<file path="config.mk">
export PLATFORM = sky130hd
export DESIGN_NAME = usb_setup_request_classifier
export DESIGN_NICKNAME = d
export VERILOG_FILES = /design/src/rtl/usrc_pkg.sv /design/src/rtl/usrc_decode.sv /design/src/rtl/usb_setup_request_classifier.sv
export VERILOG_INCLUDE_DIRS = /design/src /design/src/rtl
export SDC_FILE = /design/constraint.sdc
export NUM_CORES = 1
export LEC_CHECK = 0
export ABC_CLOCK_PERIOD_IN_PS = 3300
export BUFFER_PORTS_ARGS = -buffer_cell sky130_fd_sc_hd__buf_4
export CAP_MARGIN = 20
export CORE_ASPECT_RATIO = 1.75
export CORE_MARGIN = 2
export CORE_UTILIZATION = 54
export CTS_CLUSTER_DIAMETER = 200
export DETAILED_ROUTE_END_ITERATION = 10
export GPL_TIMING_DRIVEN = 0
export PLACE_DENSITY = 0.9
export SLEW_MARGIN = 20
export SYNTH_ARGS = -nofsm -noshare
export SYNTH_HDL_FRONTEND = slang
export SYNTH_SLANG_ARGS = --single-unit
</file>
<file path="constraint.sdc">
create_clock -name clk -period 3.3 [get_ports clk]
set_input_delay 0.495 -clock clk [delete_from_list [all_inputs] [get_ports clk]]
set_output_delay 0.495 -clock clk [all_outputs]
set_load 0.02 [all_outputs]
</file>
<file path="src/rtl/usb_setup_request_classifier_defines.svh">
// ----------------------------------------------------------------------------
// USB setup request classifier: assertion macros
// Shared concurrent assertion forms, clocked on clk, disabled during reset.
// ----------------------------------------------------------------------------
`ifndef USB_SETUP_REQUEST_CLASSIFIER_DEFINES_SVH
`define USB_SETUP_REQUEST_CLASSIFIER_DEFINES_SVH

// Same-cycle implication
`define USRC_ASSERT_SAME(label, ante, cons, msg) \
	label: assert property (@(posedge clk) disable iff (!arst_n) (ante) |-> (cons)) \
		else $error(msg);

// Next-cycle implication
`define USRC_ASSERT_NEXT(label, ante, cons, msg) \
	label: assert property (@(posedge clk) disable iff (!arst_n) (ante) |=> (cons)) \
		else $error(msg);

`endif

</file>
<file path="src/rtl/usrc_pkg.sv">
// ----------------------------------------------------------------------------
// USB setup request classifier: package
// Request codes, result kinds, register indexes and shared structs.
// ----------------------------------------------------------------------------
package usrc_pkg;

	// Configuration register indexes
	localparam logic [1:0] CFG_ENDPOINT_LIMIT  = 2'd0;
	localparam logic [1:0] CFG_INTERFACE_LIMIT = 2'd1;
	localparam logic [1:0] CFG_VENDOR_CODE     = 2'd2;
	localparam logic [1:0] CFG_VENDOR_INDEX    = 2'd3;

	// Request type field (bits 6-5)
	localparam logic [1:0] TYPE_STANDARD = 2'd0;
	localparam logic [1:0] TYPE_CLASS    = 2'd1;
	localparam logic [1:0] TYPE_VENDOR   = 2'd2;

	// Full request type bytes checked exactly
	localparam logic [7:0] RT_DEV_OUT    = 8'h00;
	localparam logic [7:0] RT_DEV_IN     = 8'h80;
	localparam logic [7:0] RT_INTF_OUT   = 8'h01;
	localparam logic [7:0] RT_INTF_IN    = 8'h81;
	localparam logic [7:0] RT_EP_OUT     = 8'h02;
	localparam logic [7:0] RT_VENDOR_IN  = 8'hc0;

	localparam logic [4:0]  RECIP_DEVICE    = 5'd0;
	localparam logic [4:0]  RECIP_INTERFACE = 5'd1;
	localparam logic [15:0] EP_RESERVED_MASK = 16'hff70;
	localparam logic [15:0] MAX_ADDRESS      = 16'd127;
	localparam logic [15:0] FEATURE_REMOTE_WAKEUP = 16'd1;
	localparam logic [15:0] CDC_MAX_ENCAP_LEN     = 16'd64;
	localparam logic [15:0] LINE_CODING_LEN       = 16'd7;

	// Standard request codes
	localparam logic [7:0] REQ_GET_STATUS    = 8'h00;
	localparam logic [7:0] REQ_CLEAR_FEATURE = 8'h01;
	localparam logic [7:0] REQ_SET_FEATURE   = 8'h03;
	localparam logic [7:0] REQ_SET_ADDRESS   = 8'h05;
	localparam logic [7:0] REQ_GET_DESC      = 8'h06;
	localparam logic [7:0] REQ_GET_CONFIG    = 8'h08;
	localparam logic [7:0] REQ_SET_CONFIG    = 8'h09;
	localparam logic [7:0] REQ_GET_INTF      = 8'h0a;
	localparam logic [7:0] REQ_SET_INTF      = 8'h0b;

	// HID class request codes
	localparam logic [7:0] HID_GET_REPORT   = 8'h01;
	localparam logic [7:0] HID_GET_IDLE     = 8'h02;
	localparam logic [7:0] HID_GET_PROTOCOL = 8'h03;
	localparam logic [7:0] HID_SET_REPORT   = 8'h09;
	localparam logic [7:0] HID_SET_IDLE     = 8'h0a;
	localparam logic [7:0] HID_SET_PROTOCOL = 8'h0b;

	// CDC class request codes
	localparam logic [7:0] CDC_SEND_ENCAP     = 8'h00;
	localparam logic [7:0] CDC_GET_ENCAP      = 8'h01;
	localparam logic [7:0] CDC_SET_LINE_CODE  = 8'h20;
	localparam logic [7:0] CDC_GET_LINE_CODE  = 8'h21;
	localparam logic [7:0] CDC_SET_LINE_STATE = 8'h22;

	// Result kinds
	localparam logic [4:0] KIND_NONE           = 5'd0;
	localparam logic [4:0] KIND_GET_STATUS     = 5'd1;
	localparam logic [4:0] KIND_CLEAR_FEATURE  = 5'd2;
	localparam logic [4:0] KIND_SET_FEATURE    = 5'd3;
	localparam logic [4:0] KIND_SET_ADDRESS    = 5'd4;
	localparam logic [4:0] KIND_GET_DESC       = 5'd5;
	localparam logic [4:0] KIND_GET_CONFIG     = 5'd6;
	localparam logic [4:0] KIND_SET_CONFIG     = 5'd7;
	localparam logic [4:0] KIND_GET_INTF       = 5'd8;
	localparam logic [4:0] KIND_SET_INTF       = 5'd9;
	localparam logic [4:0] KIND_HID_GET_REPORT = 5'd10;
	localparam logic [4:0] KIND_HID_GET_IDLE   = 5'd11;
	localparam logic [4:0] KIND_HID_GET_PROTO  = 5'd12;
	localparam logic [4:0] KIND_HID_SET_REPORT = 5'd13;
	localparam logic [4:0] KIND_HID_SET_IDLE   = 5'd14;
	localparam logic [4:0] KIND_HID_SET_PROTO  = 5'd15;
	localparam logic [4:0] KIND_CDC_SEND_ENCAP = 5'd16;
	localparam logic [4:0] KIND_CDC_GET_ENCAP  = 5'd17;
	localparam logic [4:0] KIND_CDC_SET_LINE   = 5'd18;
	localparam logic [4:0] KIND_CDC_GET_LINE   = 5'd19;
	localparam logic [4:0] KIND_CDC_SET_STATE  = 5'd20;
	localparam logic [4:0] KIND_VENDOR_SEC     = 5'd21;

	// Register reset values
	localparam logic [4:0]  RST_ENDPOINT_LIMIT  = 5'd5;
	localparam logic [7:0]  RST_INTERFACE_LIMIT = 8'd2;
	localparam logic [7:0]  RST_VENDOR_CODE     = 8'h90;
	localparam logic [15:0] RST_VENDOR_INDEX    = 16'd4;

	typedef struct packed {
		logic [4:0]  endpoint_limit;
		logic [7:0]  interface_limit;
		logic [7:0]  vendor_request_code;
		logic [15:0] vendor_index_match;
	} cfg_t;

	typedef struct packed {
		logic [7:0]  setup_type;
		logic [7:0]  request_code;
		logic [15:0] setup_value;
		logic [15:0] setup_index;
		logic [15:0] setup_length;
	} setup_t;

	typedef struct packed {
		logic        supported;
		logic [4:0]  kind;
		logic [4:0]  recipient;
		logic [7:0]  desc_code;
		logic [7:0]  descriptor_number;
		logic [15:0] value_out;
		logic [15:0] index_out;
		logic [15:0] length_out;
	} result_t;

endpackage

</file>
<file path="src/rtl/usrc_decode.sv">
// ----------------------------------------------------------------------------
// USB setup request classifier: request decoder
// Matches one setup packet against the supported standard, CDC, HID and
// vendor forms and builds the result, zeroed when nothing matches.
// ----------------------------------------------------------------------------
module usrc_decode (
	input  usrc_pkg::cfg_t    cfg,
	input  usrc_pkg::setup_t  setup,
	output usrc_pkg::result_t result
);
	import usrc_pkg::*;

	logic [7:0]  rt;
	logic [7:0]  rq;
	logic [15:0] v;
	logic [15:0] ix;
	logic [15:0] len;
	logic        dir_in;
	logic [4:0]  rc;
	logic [3:0]  ep;
	logic        ix_below_intf;
	logic        feat_dev;
	logic        feat_halt;
	logic [4:0]  std_kind;
	logic [4:0]  cdc_kind;
	logic [4:0]  hid_kind;
	logic [4:0]  kind;

	assign rt     = setup.setup_type;
	assign rq     = setup.request_code;
	assign v      = setup.setup_value;
	assign ix     = setup.setup_index;
	assign len    = setup.setup_length;
	assign dir_in = rt[7];
	assign rc     = rt[4:0];
	assign ep     = ix[3:0];

	assign ix_below_intf = ix < {8'd0, cfg.interface_limit};
	assign feat_dev  = (rt == RT_DEV_OUT) && (v == FEATURE_REMOTE_WAKEUP) && (ix == '0);
	assign feat_halt = (rt == RT_EP_OUT) && (v == '0) && ((ix & EP_RESERVED_MASK) == '0)
		&& (ep != '0) && ({1'b0, ep} < cfg.endpoint_limit);

	// Decode standard requests
	always_comb begin
		std_kind = KIND_NONE;
		unique case (rq) inside
			REQ_GET_STATUS: begin
				if (dir_in && v == '0 && len == 16'd2) std_kind = KIND_GET_STATUS;
			end
			REQ_CLEAR_FEATURE, REQ_SET_FEATURE: begin
				if (len == '0 && (feat_dev || feat_halt))
					std_kind = (rq == REQ_SET_FEATURE) ? KIND_SET_FEATURE : KIND_CLEAR_FEATURE;
			end
			REQ_SET_ADDRESS: begin
				if (rt == RT_DEV_OUT && v <= MAX_ADDRESS && ix == '0 && len == '0)
					std_kind = KIND_SET_ADDRESS;
			end
			REQ_GET_DESC: begin
				if (dir_in && len != '0 && (rc == RECIP_DEVICE || rc == RECIP_INTERFACE))
					std_kind = KIND_GET_DESC;
			end
			REQ_GET_CONFIG: begin
				if (rt == RT_DEV_IN && v == '0 && ix == '0 && len == 16'd1)
					std_kind = KIND_GET_CONFIG;
			end
			REQ_SET_CONFIG: begin
				if (rt == RT_DEV_OUT && ix == '0 && len == '0) std_kind = KIND_SET_CONFIG;
			end
			REQ_GET_INTF: begin
				if (rt == RT_INTF_IN && v == '0 && ix_below_intf && len == 16'd1)
					std_kind = KIND_GET_INTF;
			end
			REQ_SET_INTF: begin
				if (rt == RT_INTF_OUT && ix_below_intf && len == '0) std_kind = KIND_SET_INTF;
			end
			default: std_kind = KIND_NONE;
		endcase
	end

	// Decode CDC class requests
	always_comb begin
		cdc_kind = KIND_NONE;
		if (rc == RECIP_INTERFACE && ix <= 16'd1 && (v == '0 || rq == CDC_SET_LINE_STATE)) begin
			unique case (rq)
				CDC_SEND_ENCAP: begin
					if (!dir_in && len <= CDC_MAX_ENCAP_LEN) cdc_kind = KIND_CDC_SEND_ENCAP;
				end
				CDC_GET_ENCAP: begin
					if (dir_in) cdc_kind = KIND_CDC_GET_ENCAP;
				end
				CDC_SET_LINE_CODE: begin
					if (!dir_in && len == LINE_CODING_LEN) cdc_kind = KIND_CDC_SET_LINE;
				end
				CDC_GET_LINE_CODE: begin
					if (dir_in && len == LINE_CODING_LEN) cdc_kind = KIND_CDC_GET_LINE;
				end
				CDC_SET_LINE_STATE: begin
					if (!dir_in && len == '0) cdc_kind = KIND_CDC_SET_STATE;
				end
				default: cdc_kind = KIND_NONE;
			endcase
		end
	end

	// Decode HID class requests
	always_comb begin
		hid_kind = KIND_NONE;
		if (rc == RECIP_INTERFACE && ix == '0) begin
			unique case (rq)
				HID_GET_REPORT: begin
					if (dir_in && len != '0) hid_kind = KIND_HID_GET_REPORT;
				end
				HID_GET_IDLE: begin
					if (dir_in && len == 16'd1) hid_kind = KIND_HID_GET_IDLE;
				end
				HID_GET_PROTOCOL: begin
					if (dir_in && v == '0 && len == 16'd1) hid_kind = KIND_HID_GET_PROTO;
				end
				HID_SET_REPORT: begin
					if (!dir_in && len != '0) hid_kind = KIND_HID_SET_REPORT;
				end
				HID_SET_IDLE: begin
					if (!dir_in && len == '0) hid_kind = KIND_HID_SET_IDLE;
				end
				HID_SET_PROTOCOL: begin
					if (!dir_in && len == '0) hid_kind = KIND_HID_SET_PROTO;
				end
				default: hid_kind = KIND_NONE;
			endcase
		end
	end

	// Select by request type; CDC wins over HID
	always_comb begin
		unique case (rt[6:5])
			TYPE_STANDARD: kind = std_kind;
			TYPE_CLASS:    kind = (cdc_kind != KIND_NONE) ? cdc_kind : hid_kind;
			TYPE_VENDOR: begin
				kind = (rt == RT_VENDOR_IN && rq == cfg.vendor_request_code
					&& ix == cfg.vendor_index_match) ? KIND_VENDOR_SEC : KIND_NONE;
			end
			default:       kind = KIND_NONE;
		endcase
	end

	// Build the result, all zero when unsupported
	always_comb begin
		result = '0;
		if (kind != KIND_NONE) begin
			result.supported         = 1'b1;
			result.kind              = kind;
			result.recipient         = rc;
			result.desc_code         = v[15:8];
			result.descriptor_number = v[7:0];
			result.value_out         = v;
			result.index_out         = ix;
			result.length_out        = len;
		end
	end

endmodule

</file>
<file path="src/rtl/usb_setup_request_classifier.sv">
// ----------------------------------------------------------------------------
// USB setup request classifier
// Classifies decoded USB control setup packets against a supported subset
// of standard, CDC, HID and vendor requests; one result per packet.
//
//   Channel  Direction  Handshake            Payload
//   in       input      in_valid/in_ready    setup_type .. setup_length
//   out      output     out_valid/out_ready  supported .. length_out
//   cfg      input      cfg_we (no wait)     cfg_index, cfg_data
//
// One packet per cycle sustained while out_ready stays high; an accepted packet
// passes the input register, decode and result register before out_valid rises.
// Reset clears both stage valid flags and loads the register defaults.
// A stalled output holds its result; the input stage accepts while it is
// empty or while the result register is empty or draining.
// ----------------------------------------------------------------------------
`include "usb_setup_request_classifier_defines.svh"

module usb_setup_request_classifier (
	input  logic        clk,
	input  logic        arst_n,
	// configuration write port
	input  logic        cfg_we,
	input  logic [1:0]  cfg_index,
	input  logic [15:0] cfg_data,
	// setup packet channel
	input  logic        in_valid,
	output logic        in_ready,
	input  logic [7:0]  setup_type,
	input  logic [7:0]  request_code,
	input  logic [15:0] setup_value,
	input  logic [15:0] setup_index,
	input  logic [15:0] setup_length,
	// result channel
	output logic        out_valid,
	input  logic        out_ready,
	output logic        supported,
	output logic [4:0]  kind,
	output logic [4:0]  recipient,
	output logic [7:0]  desc_code,
	output logic [7:0]  descriptor_number,
	output logic [15:0] value_out,
	output logic [15:0] index_out,
	output logic [15:0] length_out
);
	import usrc_pkg::*;

	cfg_t    cfg_q;
	setup_t  setup_s1;
	logic    valid_s1;
	result_t result_comb;
	result_t result_s2;
	logic    valid_s2;
	logic    adv_s2;
	logic    adv_s1;
	logic    in_fire;
	logic    unsup_zero;

	// Configuration registers
	always_ff @(posedge clk or negedge arst_n) begin
		if (!arst_n) begin
			cfg_q.endpoint_limit      <= RST_ENDPOINT_LIMIT;
			cfg_q.interface_limit     <= RST_INTERFACE_LIMIT;
			cfg_q.vendor_request_code <= RST_VENDOR_CODE;
			cfg_q.vendor_index_match  <= RST_VENDOR_INDEX;
		end else if (cfg_we) begin
			unique case (cfg_index)
				CFG_ENDPOINT_LIMIT:  cfg_q.endpoint_limit      <= cfg_data[4:0];
				CFG_INTERFACE_LIMIT: cfg_q.interface_limit     <= cfg_data[7:0];
				CFG_VENDOR_CODE:     cfg_q.vendor_request_code <= cfg_data[7:0];
				CFG_VENDOR_INDEX:    cfg_q.vendor_index_match  <= cfg_data;
				default: ;
			endcase
		end
	end

	// Pipeline flow control
	assign adv_s2   = !valid_s2 || out_ready;
	assign adv_s1   = !valid_s1 || adv_s2;
	assign in_ready = adv_s1;
	assign in_fire  = in_valid && in_ready;

	// Input stage: capture the packet
	always_ff @(posedge clk or negedge arst_n) begin
		if (!arst_n) begin
			valid_s1 <= 1'b0;
		end else if (adv_s1) begin
			valid_s1 <= in_valid;
		end
	end

	always_ff @(posedge clk) begin
		if (in_fire) begin
			setup_s1 <= '{setup_type: setup_type, request_code: request_code,
				setup_value: setup_value, setup_index: setup_index,
				setup_length: setup_length};
		end
	end

	usrc_decode u_decode (
		.cfg    (cfg_q),
		.setup  (setup_s1),
		.result (result_comb)
	);

	// Result stage: hold until taken
	always_ff @(posedge clk or negedge arst_n) begin
		if (!arst_n) begin
			valid_s2 <= 1'b0;
		end else if (adv_s2) begin
			valid_s2 <= valid_s1;
		end
	end

	always_ff @(posedge clk) begin
		if (adv_s2 && valid_s1) begin
			result_s2 <= result_comb;
		end
	end

	assign out_valid         = valid_s2;
	assign supported         = result_s2.supported;
	assign kind              = result_s2.kind;
	assign recipient         = result_s2.recipient;
	assign desc_code         = result_s2.desc_code;
	assign descriptor_number = result_s2.descriptor_number;
	assign value_out         = result_s2.value_out;
	assign index_out         = result_s2.index_out;
	assign length_out        = result_s2.length_out;

	// Checks
	assign unsup_zero = {recipient, desc_code, descriptor_number, value_out, index_out,
		length_out} == '0;

	`USRC_ASSERT_SAME(a_supported_kind, valid_s2, supported == (kind != KIND_NONE), "bad flag")
	`USRC_ASSERT_SAME(a_unsupported_zero, valid_s2 && !supported, unsup_zero, "not zeroed")
	`USRC_ASSERT_NEXT(a_accept_lands, in_fire, valid_s1, "accepted packet lost")
	`USRC_ASSERT_NEXT(a_s1_holds, valid_s1 && !adv_s2, valid_s1 && $stable(setup_s1), "s1 moved")

endmodule
</file>
==> results of run 1 <==
how the worst max path moves through the flow:
stage                                start                           end  slack [ns]  cells after the start
floorplan           setup_s1[12]$_DFFE_PP_    desc_code[0]$_SDFFCE_PN0P_        0.44                     10
global placement     setup_s1[8]$_DFFE_PP_   index_out[12]$_SDFFCE_PN0P_       -0.38                     10
detailed placement   setup_s1[0]$_DFFE_PP_  length_out[11]$_SDFFCE_PN0P_       -0.46                     10
CTS                 setup_s1[12]$_DFFE_PP_    index_out[2]$_SDFFCE_PN0P_        0.02                     11
global route        setup_s1[54]$_DFFE_PP_   length_out[0]$_SDFFCE_PN0P_       -0.01                      9
finish              setup_s1[28]$_DFFE_PP_    desc_code[5]$_SDFFCE_PN0P_        0.11                     10
layer usage:
metal	vias to the layer above	track usage [%]	routed length, microns
met4	0	14.5	820
met3	50	3.74	814
met5	-	0	0
met2	220	46.4	10200
met1	2449	27.3	6320
li1	2310	-	-
logic make-up (layout without fill, tap and decap cells):
group / Yosys count / after routing / synth area share, %
fa+ha+maj: 10 / 10 / 1.68
compound gates: 92 / 92 / 11.8
simple gates: 134 / 134 / 11.2
xor+xnor: 26 / 26 / 3.06
flops: 162 / 162 / 62.9
mux: 36 / 36 / 5.41
buf+inv: 47 / 249 / 4.07
cells in the final DEF, fill, tap and decap left out, drive strengths merged, types with 4 or more instances in the layout:
cell type	n
o21ai	12
nor4	20
nor2b	4
nand3b	4
clkinvlp	4
inv	20
a21boi	53
xnor2	14
nand2	17
dfrtp	33
nor3	12
ha	10
nand4	12
clkbuf	22
nand2b	6
nor2	19
a21oi	6
xor2	12
dfstp	6
edfxtp	123
o31ai	5
buf	199
or4	5
mux2	34
nand3	12
worst register-to-register path, cell delays in order (launching register included):
cell,delay [ns]
sky130_fd_sc_hd__edfxtp_1,0.43
sky130_fd_sc_hd__nor4_1,0.55
sky130_fd_sc_hd__nand4_1,0.37
sky130_fd_sc_hd__nand4b_1,0.28
sky130_fd_sc_hd__mux2i_1,0.38
sky130_fd_sc_hd__a41o_2,0.20
sky130_fd_sc_hd__o31ai_1,0.08
sky130_fd_sc_hd__a32o_1,0.23
sky130_fd_sc_hd__buf_6,0.16
sky130_fd_sc_hd__buf_4,0.20
sky130_fd_sc_hd__a21boi_2,0.15
power groups by stage:
| stage | Clock (mW) | Combinational, mW | Sequential [mW] |
|---|---|---|---|
| after CTS | 2.06 | 0.623 | 2.53 |
| final | 2.05 | 0.620 | 2.53 |
| after detailed placement | 0 | 0.617 | 2.57 |
| after global placement | 0 | 0.592 | 2.57 |
| after global routing | 2.15 | 0.668 | 2.55 |
| after floorplan | 0 | 0.304 | 2.59 |
flip-flops by register name, indices dropped and copies added (netlist names):
signal / cells
setup_s1: 64
supported: 1
kind: 5
desc_code: 8
value_out: 1
length_out: 16
out_valid: 1
valid_s1: 1
recipient: 5
cfg_q: 37
descriptor_number: 7
index_out: 16
final cells by class:
class	count	area [sq um]	share of cell area, %
Sequential cell	162	4680	48.5
Multi-Input combinational cell	298	2520	26.2
Timing Repair Buffer	170	1290	13.4
Clock buffer	17	425	4.41
Buffer	34	259	2.69
Tap cell	174	218	2.26
Clock inverter	15	194	2.01
Inverter	13	48.8	0.506
timing repair:
item,in CTS,in global routing
setup endpoints to repair,54,54
gates resized for setup,5,9
pin swaps,1,6
setup buffers,2,4
==> impl.org, run 1 <==
** Logic synthesis
- The top cell type by area accounts for 49.6% of the synthesized area.
- Mapped Cells :: roughly 510
- Synthesized net count :: 604
- In the synthesized netlist the async set-or-reset flop fraction comes to 24.1%.
- Summed over all instances, the cell type with the most area after synthesis is sky130_fd_sc_hd__edfxtp_1.
- Most numerous cell in the Yosys netlist :: sky130_fd_sc_hd__edfxtp_1
- After synthesis, flip-flops and latches occupy 62.9% of the total area.
- Counting distinct cell types in the post-synthesis netlist gives 65.
- Commonest cells in the synthesized netlist :: 123 x sky130_fd_sc_hd__edfxtp_1, 45 x sky130_fd_sc_hd__a21boi_2, 34 x sky130_fd_sc_hd__mux2_2, 33 x sky130_fd_sc_hd__dfrtp_1, 21 x sky130_fd_sc_hd__buf_4
- The synthesized design contains 123 enable-type register cells.
- Top flip-flop cell by instance count after synthesis :: sky130_fd_sc_hd__edfxtp_1
- Area contributors post-synth :: sky130_fd_sc_hd__edfxtp_1 50%, sky130_fd_sc_hd__dfrtp_1 11%, sky130_fd_sc_hd__a21boi_2 6.8%
- Synthesis inferred about 160 register bits.
- Syn Area/Cell :: between 10 and 15 sq um
- Count of synthesis-stage warnings from yosys :: 0
- Post-Syn Area :: 7440 sq um

** Setup path
- The endpoint identified for the worst register-to-register timing path is desc_code[5]$_SDFFCE_PN0P_.
- Traced cell by cell, the critical path runs through nor4_1, nand4_1, nand4b_1, mux2i_1, a41o_2, o31ai_1, a32o_1, buf_6, buf_4, a21boi_2.
- At the worst endpoint, the required time is 3.58 ns.
- Setup slack of the most critical reg-to-reg path :: 0.11 ns
- The slowest stage of the critical path is the sky130_fd_sc_hd__nor4_1 cell.
- The setup path with the least slack is of type reg -> reg.
- Together, buffers and inverters on the worst path number 2.
- The worst register-to-register path begins at setup_s1[28]$_DFFE_PP_.
- Of all nets on the critical path, the largest fanout is 10.
- Largest delay contributor family on the critical path :: simple AND/OR/NAND/NOR gates
- Sort of element at the start of the critical path :: flip-flop
- Worst endpoint data arrival time :: 3.47 ns
- Number of cells on the worst reg-to-reg path :: 10
- The worst setup path is captured at a flip-flop.
- Peak per-stage delay on the critical path :: 0.55 ns

** STA
- Worst slew slack as a fraction of its limit :: 46.1%
- Measured slew at the worst slew-check pin :: 0.807 ns
- For this run, the top clock speed supported by timing is 313 MHz.
- Subtracting the final worst setup slack from the clock period gives 3.19 ns.
- The worst path uses 96.7% of the clock period.
- Across all hold checks on the routed design, the worst slack comes to 0.0372 ns.
- After layout, the worst setup slack is 0.108 ns.
- Clk_skew :: 0.00619 ns
- The final count of pins violating max slew is 0.
- The final-report hold violation count came to 0.
- Setup violations remaining at the end of the flow were counted as 0.
- Sum of negative setup slack :: 0 ns

** Routing
- Via Count :: just over 5000
- DR pass1 iterations :: 5
- In the final routed layout, each cell accounts on average for 20.6 microns.
- The count of nets left with antenna violations once routing finished came out at 0.
- Using the TritonRoute via totals, the vias-per-cell ratio works out to 5.70.
- Number of violations reported at the end of detailed-routing iteration 0 :: 294
- Sum of routed wire length over all layers :: approximately 18000 microns
- After detailed routing, the number of remaining DRC violations is 0.

** Clock tree
- Num CTS Buffers :: 17
- CTS saw 162 sinks.
- Counting along the longest clock path gives a buffer depth of 2.
- TritonCTS clock tree :: done
- Clock network latency to the later pin of the worst-skew pair :: between 0.4 and 0.5 ns
- Clock edge transition at the registers on the reported setup and hold paths :: 0.07 ns
- The cell sitting at the root of the clock tree is a sky130_fd_sc_hd__clkbuf_16.
- CTS built an H-tree with a depth of 4.
- After clock tree synthesis, the flow added hold-fix buffers numbering 0.

** Finish
- The repair_antennas step left the layout with diodes totalling 0.
- Excluding fillers, the count of instances in the completed layout stands at 883.
- Ratio of cells with drive above 1 in the final layout :: 48.2%
- Filler cell count :: 911
- Finished Core Util :: between 70% and 80%
- Net count, final :: between 700 and 800
- Layout-stage area growth over the synthesis result :: 29.5%
- Post-Layout Inst Area :: 9640 sq um

** Floorplan
- Number of top-level design ports :: 164
- The total area inside the core boundary comes to 13500 sq um.
- Once the floorplan was initialized, standard cells occupied 55.3% of the core.
- The floorplan step set the die width to 92.7 microns.
- Die outline area :: approximately 15000 sq um
- The initialized floorplan defines 56 standard-cell rows.
- The die is 159 microns tall.

** Pwr
- Internal power :: 3.87 mW
- Net switching is 25.5% of the power.
- Reg power frac :: 48.7%
- Pwr Total :: 5.20 mW
- Leakage power total :: 3.75 nW
- Power per standard cell area :: around 540 nW/um^2
- Relative contribution of the clock network to total power :: 39.4%
- Combinational share of power :: 11.9%
- The worst-case IR drop observed on VDD is about 0.00042 V.
- Total net switching power :: 1.33 mW

** Global routing
- Grt total ovfl :: 0
- Number of global-route vias before repair :: 5159
- Global-route wire length before repair :: 28100 microns
- Global routing used 25.4% of the available tracks.
- The initial antenna violation count is 0.
- Pin count of the biggest net entering global routing :: 60

** Placement
- Buffers placed on the I/O ports in this run total 163.
- Number of placed cells counting well taps :: 845
- Area after DPL :: a little under 9000 sq um
- Routability congestion estimate from global placement :: about 0.9
- Worst-case setup slack after placement :: -0.456 ns
- Post-DP HPWL :: 13400 microns

** Flow run
- Max Cap Violations :: 0

** Outcome
- The flow ran to the end, and the final reports show no timing, DRC or antenna violations.

** Min path
- Hold Path Class :: in -> async
Note: power is estimated with default switching activity, not from simulation.
==> inputs of run 2 (changes only) <==
--- a/config.mk
+++ b/config.mk
@@ -10,12 +10,12 @@
 export BUFFER_PORTS_ARGS = -buffer_cell sky130_fd_sc_hd__buf_4
 export CAP_MARGIN = 20
 export CORE_ASPECT_RATIO = 1.75
-export CORE_MARGIN = 2
+export CORE_MARGIN = 10
 export CORE_UTILIZATION = 54
 export CTS_CLUSTER_DIAMETER = 200
 export DETAILED_ROUTE_END_ITERATION = 10
 export GPL_TIMING_DRIVEN = 0
-export PLACE_DENSITY = 0.9
+export PLACE_DENSITY = 0.78
 export SLEW_MARGIN = 20
 export SYNTH_ARGS = -nofsm -noshare
 export SYNTH_HDL_FRONTEND = slang
==> run 2 against run 1 <==
  * Maximum frequency is 0.80% lower
  * Non-clock buffer count stayed put
  * Setup slack worse by 0.026 ns
  * Sequential cell count stayed put
  * Cell count stayed put
  * Via count is 1.3% lower
  * First-iteration DRC count is 8.8% lower
  * Die area is 29% higher
  * Sequential power hardly changed
  * Global-route usage is 5.1 points lower
  * Wire length is 6.4% higher
  * Critical path type unchanged
  * Highest routed layer unchanged
==> impl.org, run 2 (synthesized netlist as in run 1, its figures left out) <==
** Pwr
- Leakage power total :: 3.76 nW (was 3.75 nW)
- The total power per unit cell area came to 531 nW/um^2 (was 540 nW/um^2).
- Peak supply drop :: 0.000411 V (was 0.000423 V)
- The total power is 5.10 mW (was 5.20 mW).

** Setup path
- Sum of buffers and inverters on the critical path :: 3 (was 2)
- Critical Path Slowest Stage Cell :: sky130_fd_sc_hd__edfxtp_1 (was sky130_fd_sc_hd__nor4_1)
- Critical path capture point type :: flip-flop (unchanged)
- The category of the critical setup timing path is reg -> reg (unchanged).
- Cell repeated most along the worst path :: sky130_fd_sc_hd__nor4_4
- The critical path startpoint category is a flip-flop (unchanged).
- Data required time of the worst path :: 3.46 ns (was 3.58 ns)
- Setup slack of the most critical reg-to-reg path :: 0.08 ns (was 0.11 ns)
- Cell chain of the critical path: nor4_4, nand4_1, or2_1, buf_2, mux2i_1, o31ai_2, o2111ai_2, nor4_4, buf_4, buf_6, a21boi_2 (was nor4_1, nand4_1, nand4b_1, mux2i_1, a41o_2, o31ai_1, a32o_1, buf_6, buf_4, a21boi_2).
- The signal arrival time at the worst endpoint is 3.38 ns (was 3.47 ns).
- The delay of the slowest critical-path stage was 0.44 ns (was 0.55 ns).
- Largest delay contributor family on the critical path :: simple AND/OR/NAND/NOR gates (unchanged)
- Biggest fanout along the worst timing path :: 10 (unchanged)

** STA
- The clock skew after layout was 0.0156 ns (was 0.00619 ns).
- The tightest slew margin relative to the limit came to 40.8% (was 46.1%).
- Number of hold violations in the final report :: 0 (unchanged)
- The final count of pins violating max slew is 0 (unchanged).
- Setup repair after global routing missed its margin :: false
- Period minus WS final :: 3.22 ns (was 3.19 ns)
- Measured slew at the worst slew-check pin :: 0.886 ns (was 0.807 ns)
- Final Setup Violations :: 0 (unchanged)
- The worst hold slack is 0.0351 ns (was 0.0372 ns).
- Share of the clock period used by the worst path :: 97.5% (was 96.7%)
- Highest attainable clock frequency :: 311 MHz (was 313 MHz)
- Final WS setup :: 0.0822 ns (was 0.108 ns)

** Clock tree
- Max Buffers Root-to-Sink :: 2 (unchanged)
- Clock edge transition at the registers on the reported setup and hold paths :: 0.07 ns (about the same)
- The H-tree level count came to 4 (unchanged).
- Clock network latency to the later pin of the worst-skew pair :: 0.42 ns (about the same)
- Number of clock sinks seen by CTS :: 162 (unchanged)
- The total CTS buffers is 17 (unchanged).
- TritonCTS clock tree :: done (unchanged)
- CTS Root Buffer Type :: sky130_fd_sc_hd__clkbuf_16 (unchanged)

** Placement
- The placer congestion estimate came to 0.923 (was 0.896).
- Post-DP HPWL :: 15000 microns (was 13400 microns)
- The worst slack at placement came to -0.452 ns (was -0.456 ns).
- The count of input and output buffers was 163 (unchanged).
- Area after DPL :: 8910 sq um (unchanged)

** Outcome
- Result of the run: finished, final reports clean (unchanged).

** Finish
- Ratio of cells with drive above 1 in the final layout :: 48.4% (was 48.2%)
- The flip-flop count of the largest register after layout is 64 (unchanged).
- The utilization after layout is 71.4% (was 71.7%).
- Antenna cell count :: 0 (unchanged)
- Post-Layout Inst Area :: 9610 sq um (was 9640 sq um)
- The register with the most flip-flops is setup_s1 (unchanged).
- Layout-stage area growth over the synthesis result :: 29.1% (was 29.5%)
- Top Registers: setup_s1 (64), cfg_q (37) (unchanged).
- The most common library cell in the layout ignoring fill and taps is sky130_fd_sc_hd__buf_4 (unchanged).
- Net count, final :: 793 (unchanged)
- Most frequent cells in the layout :: 190 x sky130_fd_sc_hd__buf_4, 123 x sky130_fd_sc_hd__edfxtp_1, 45 x sky130_fd_sc_hd__a21boi_2 (was 188 x sky130_fd_sc_hd__buf_4, 123 x sky130_fd_sc_hd__edfxtp_1, 45 x sky130_fd_sc_hd__a21boi_2)

** Floorplan
- Die outline area :: 19100 sq um (was 14800 sq um)
- Die Height :: 175 microns (was 159 microns)
- The area of the placeable core is 13500 sq um (unchanged).
- Number of cell rows :: 56 (unchanged)
- The total I/O pin count is 164 (unchanged).
- Effective utilization at floorplan :: 55.3% (unchanged)
- The width of the die was 109 microns (was 92.7 microns).

** Routing
- Sum of routed wire length over all layers :: 19400 microns (was 18200 microns)
- The remaining antenna violation count after routing was 0 (unchanged).
- Number of violations reported at the end of detailed-routing iteration 0 :: 268 (was 294)
- DRC errors left :: 0 (unchanged)
- Via Count :: 4964 (was 5029)
- The per-cell via count in the routed design was 5.62 (was 5.70).
- DR pass1 iterations :: 5 (unchanged)
- The average wire per cell in the routed design came to 21.9 microns (was 20.6 microns).

** Min path
- Hold Path Class :: in -> async (unchanged)

** Global routing
- The total global routing overflow was 0 (unchanged).
- Initial antenna violation count :: 0 (unchanged)
- Total track usage :: 20.3% (was 25.4%)
- The global-route wire length before repair was 29300 microns (was 28100 microns).
- Pin count of the biggest net entering global routing :: 60 (unchanged)
- Number of global-route vias before repair :: 5270 (was 5159)

** Flow run
- Max Cap Violations :: 0 (unchanged)
-- run 2: cell types whose count changed in the layout (fill, tap and decap cells not counted), moves of 2 or more --
cell                         before  now
sky130_fd_sc_hd__inv_6            3    5
sky130_fd_sc_hd__buf_6            8    6
sky130_fd_sc_hd__bufinv_16        2    0
sky130_fd_sc_hd__clkinv_4         0    2
sky130_fd_sc_hd__buf_4          188  190
sky130_fd_sc_hd__clkinv_8         2    0
sky130_fd_sc_hd__o31ai_1          4    2
sky130_fd_sc_hd__clkinvlp_4       4    0
sky130_fd_sc_hd__clkbuf_16       17   19
sky130_fd_sc_hd__o31ai_2          1    3
-- run 2: metrics by stage --
step | cells | setup TNS (ns)
after global placement | 844 | -19.77
after global routing | 883 | 0
after CTS | 879 | 0
final | 883 | 0
after floorplan | 507 | 0
after detailed placement | 845 | -23.21
-- run 2: routing by layer --
layer	routed length, microns	track usage, %	share of wire (%)
met1	6510	19.9	34
met2	11300	38.9	58
met3	1010	4.33	5.2
met4	530	8.22	2.7
met5	0	0	0
-- run 2: final cells by class --
type                       instances  area [sq um]
sequential                       162          4680
fill                             933          3840
multi-input combinational        298          2540
timing repair buffer             170          1290
clock buffer                      20           479
buffer                            34           255
tap                              174           218
clock inverter                    12           106
inverter                          13          48.8
-- run 2: worst paths after layout --
path	start	endpoint	cells past startpoint
max	setup_s1[14]$_DFFE_PP_	index_out[10]$_SDFFCE_PN0P_	11
min	arst_n	cfg_q[35]$_DFFE_PN0P_	1
max reg2reg	setup_s1[14]$_DFFE_PP_	index_out[10]$_SDFFCE_PN0P_	11
max in group asynchronous	arst_n	cfg_q[23]$_DFFE_PN1P_	1
min reg2reg	cfg_q[28]$_DFFE_PN0P_	cfg_q[28]$_DFFE_PN0P_	1
min in group clk	setup_index[3]	setup_s1[19]$_DFFE_PP_	1
-- run 2: where the power goes --
group | switching [mW] | internal, mW
logic | 0.318 | 0.315
registers | 0.125 | 2.41
clock network | 0.851 | 1.08
total | 1.29 | 3.81
-- run 2: repair_timing --
action	4_1_cts	5_1_grt
gates resized for setup	6	7
hold buffers	0	0
setup endpoints to repair	54	50
buffers inserted	2	4
pin swaps	1	4
==> inputs of run 3 (changes only) <==
--- a/config.mk
+++ b/config.mk
@@ -6,7 +6,7 @@
 export SDC_FILE = /design/constraint.sdc
 export NUM_CORES = 1
 export LEC_CHECK = 0
-export ABC_CLOCK_PERIOD_IN_PS = 3300
+export ABC_CLOCK_PERIOD_IN_PS = 3700
 export BUFFER_PORTS_ARGS = -buffer_cell sky130_fd_sc_hd__buf_4
 export CAP_MARGIN = 20
 export CORE_ASPECT_RATIO = 1.75
@@ -14,6 +14,7 @@
 export CORE_UTILIZATION = 54
 export CTS_CLUSTER_DIAMETER = 200
 export DETAILED_ROUTE_END_ITERATION = 10
+export GPL_ROUTABILITY_DRIVEN = 1
 export GPL_TIMING_DRIVEN = 0
 export PLACE_DENSITY = 0.78
 export SLEW_MARGIN = 20
==> constraint.sdc (replaced) <==
create_clock -name clk -period 3.7 [get_ports clk]
set_input_delay 0.555 -clock clk [delete_from_list [all_inputs] [get_ports clk]]
set_output_delay 0.555 -clock clk [all_outputs]
set_load 0.02 [all_outputs]
==> run 3 against run 2 <==
  * Sequential power decreased by 11%
  * Clock power shrank 11%
  * Count of clock-buffer cells in the layout did not move
  * Design area decreased by 1.1%
  * Non-clock buffer count shrank 4
  * Global-route usage about the same
  * Sequential cell count unchanged
  * Core utilization is 0.75 points lower
  * Hold slack improved by 0.061 ns
  * Combinational power down 12%
  * Via count is 0.20% lower
  * Die area did not move
  * Critical path type unchanged
  * Highest routed layer unchanged
==> impl.org, run 3 (synthesized netlist as in run 1, its figures left out) <==
** Outcome
- Result of the run: finished, final reports clean (unchanged).

** Setup path
- Biggest fanout along the worst timing path :: 10 (unchanged)
- Data required time of the worst path :: 3.86 ns (was 3.46 ns)
- The worst-case register-to-register setup slack came to 0.15 ns (was 0.08 ns).
- Sort of element at the start of the critical path :: flip-flop (unchanged)
- The category of the critical setup timing path is reg -> reg (unchanged).
- The startpoint of the worst register-to-register path was setup_s1[0]$_DFFE_PP_ (was setup_s1[14]$_DFFE_PP_).
- End of the worst register-to-register path :: index_out[10]$_SDFFCE_PN0P_ (unchanged)
- The signal arrival time at the worst endpoint is 3.71 ns (was 3.38 ns).
- The kind of end point of the critical path is a flip-flop (unchanged).
- The number of cells on the worst reg-to-reg path was 11 (unchanged).

** Routing
- The remaining antenna violation count after routing came to 0 (unchanged).
- Detailed-route wire length per cell :: 22.0 microns (was 21.9 microns)
- Number of violations reported at the end of detailed-routing iteration 0 :: 251 (was 268)
- DR pass1 iterations :: 5 (unchanged)
- The remaining routing DRC violations is 0 (unchanged).
- Routed vias/inst :: 5.64 (was 5.62)
- Via Count :: 4954 (was 4964)
- The wire length reported by the detailed router was 19400 microns (about the same).

** Clock tree
- The number of clock sinks seen by CTS is 162 (unchanged).
- The maximum buffer depth of the clock tree is 2 (unchanged).
- Num CTS Buffers :: 17 (unchanged)
- The post-cts sizing count is 0 (was 6).
- Count of hold buffers inserted by post-cts repair :: 0 (unchanged)
- The H-tree level count was 4 (unchanged).
- The cell at the root of the clock tree is sky130_fd_sc_hd__clkbuf_16 (unchanged).
- Clock edge transition at the registers on the reported setup and hold paths :: 0.07 ns (about the same)
- The CTS tree was done (unchanged).
- Clock network latency to the later pin of the worst-skew pair :: 0.42 ns (about the same)

** Placement
- The detailed placement HPWL came to 15000 microns (unchanged).
- The worst slack at placement was -0.0524 ns (was -0.452 ns).
- The placer congestion estimate was 0.923 (unchanged).
- The count of input and output buffers was 163 (unchanged).

** Finish
- The most common library cell in the layout ignoring fill and taps was sky130_fd_sc_hd__buf_4 (unchanged).
- The relative area change from synthesis to final layout is 27.8% (was 29.1%).
- Most frequent cells in the layout :: 186 x sky130_fd_sc_hd__buf_4, 123 x sky130_fd_sc_hd__edfxtp_1, 45 x sky130_fd_sc_hd__a21boi_2 (was 190 x sky130_fd_sc_hd__buf_4, 123 x sky130_fd_sc_hd__edfxtp_1, 45 x sky130_fd_sc_hd__a21boi_2)
- The register with the most flip-flops is setup_s1 (unchanged).
- Net count, final :: 789 (was 793)
- Flip-flop count of the largest register after layout :: 64 (unchanged)
- The antenna cell count is 0 (unchanged).
- Top Registers: setup_s1 (64), cfg_q (37) (unchanged).
- Ratio of cells with drive above 1 in the final layout :: 46.4% (was 48.4%)

** STA
- Number of hold violations in the final report :: 0 (unchanged)
- Final WS setup :: 0.151 ns (was 0.0822 ns)
- The actual slew at the worst max-slew pin is 0.889 ns (was 0.886 ns).
- Period minus WS final :: 3.55 ns (was 3.22 ns)
- Final Setup Violations :: 0 (unchanged)
- Worst slew slack as a fraction of its limit :: 40.6% (was 40.8%)
- Share of the clock period used by the worst path :: 95.9% (was 97.5%)
- The maximum achievable frequency was 282 MHz (was 311 MHz).
- Setup repair after global routing missed its margin: false (unchanged).
- The worst hold slack is 0.0964 ns (was 0.0351 ns).
- Clk_skew :: 0.0145 ns (was 0.0156 ns)
- Sum of negative setup slack :: 0 ns (unchanged)
- Max-slew violation total from the final report :: 0 (unchanged)

** Global routing
- Pin count of the biggest net entering global routing :: 60 (unchanged)
- Number of global-route vias before repair :: 5270 (unchanged)
- Global-route wire length before repair :: 29200 microns (was 29300 microns)
- The total global routing overflow was 0 (unchanged).
- Initial antenna violation count :: 0 (unchanged)
- Total track usage :: 20.2% (was 20.3%)

** Floorplan
- The die outline height is 175 microns (unchanged).
- The width of the die came to 109 microns (unchanged).
- The initial cell density of the core was 55.3% (unchanged).
- Number of top-level design ports :: 164 (unchanged)
- The count of standard-cell rows was 56 (unchanged).
- Die outline area :: 19100 sq um (unchanged)
- The area of the placeable core came to 13500 sq um (unchanged).

** Pwr
- The cell leakage power is 3.73 nW (was 3.76 nW).
- The maximum resistive drop on vdd was 0.000365 V (was 0.000411 V).
- The total power per unit cell area came to 477 nW/um^2 (was 531 nW/um^2).

** Min path
- The class of the tightest hold or removal check is in -> async (unchanged).

** Flow run
- Max Cap Violations :: 0 (unchanged)
-- run 3: worst max path at each step --
stage	start	endpoint	depth (start not counted)
global route	setup_s1[0]$_DFFE_PP_	index_out[10]$_SDFFCE_PN0P_	11
finish	setup_s1[0]$_DFFE_PP_	index_out[10]$_SDFFCE_PN0P_	11
CTS	setup_s1[0]$_DFFE_PP_	index_out[10]$_SDFFCE_PN0P_	11
floorplan	setup_s1[12]$_DFFE_PP_	desc_code[0]$_SDFFCE_PN0P_	10
detailed placement	setup_s1[0]$_DFFE_PP_	descriptor_number[1]$_SDFFCE_PN0P_	10
global placement	setup_s1[8]$_DFFE_PP_	value_out[7]$_SDFFCE_PN0P_	10
-- run 3: report_power, final --
| group | leakage [nW] | total (mW) | internal, mW | switching, mW |
|---|---|---|---|---|
| Clock | 0.293 | 1.72 | 0.966 | 0.756 |
| Combinational | 1.77 | 0.557 | 0.277 | 0.280 |
| Sequential | 1.66 | 2.26 | 2.15 | 0.108 |
| Total | 3.73 | 4.53 | 3.39 | 1.14 |
-- run 3: layout make-up --
| cell class | count | area [sq um] |
|---|---|---|
| Sequential cell | 162 | 4680 |
| Fill cell | 944 | 3950 |
| Multi-Input combinational cell | 298 | 2470 |
| Timing Repair Buffer | 166 | 1260 |
| Clock buffer | 20 | 479 |
| Buffer | 34 | 254 |
| Tap cell | 174 | 218 |
| Clock inverter | 12 | 106 |
| Inverter | 13 | 48.8 |
-- run 3: critical path, stage by stage, from the launching register on --
cell and delay [ns]:
sky130_fd_sc_hd__edfxtp_1 0.42, sky130_fd_sc_hd__nor3_1 0.48, sky130_fd_sc_hd__nand4_1 0.25, sky130_fd_sc_hd__or2_1 0.25
sky130_fd_sc_hd__buf_2 0.19, sky130_fd_sc_hd__mux2i_1 0.20, sky130_fd_sc_hd__o31ai_1 0.39, sky130_fd_sc_hd__o2111ai_1 0.28
sky130_fd_sc_hd__nor4_4 0.35, sky130_fd_sc_hd__buf_4 0.21, sky130_fd_sc_hd__buf_6 0.19, sky130_fd_sc_hd__a21boi_2 0.08
-- run 3: stage by stage --
step	cells	util (%)	total power, mW	instance area, sq um
after floorplan	507	-	2.58	7440
after global placement	844	66.0	2.83	8880
after detailed placement	845	66.2	2.85	8910
after CTS	879	70.7	4.58	9510
after global routing	879	70.7	4.70	9510
final	879	70.7	4.53	9510
-- run 3: what timing repair did --
item	4_1_cts	5_1_grt
endpoints found under the hold margin	0	0
buffers inserted	2	0
setup endpoints to repair	51	0
-- run 3: layer usage --
layer	vias to the layer above	wire length [microns]	global-route usage [%]
met3	30	914	4.29
met4	0	473	8.11
met5	-	0	0
met1	2475	6690	19.9
li1	2301	-	-
met2	148	11300	38.9
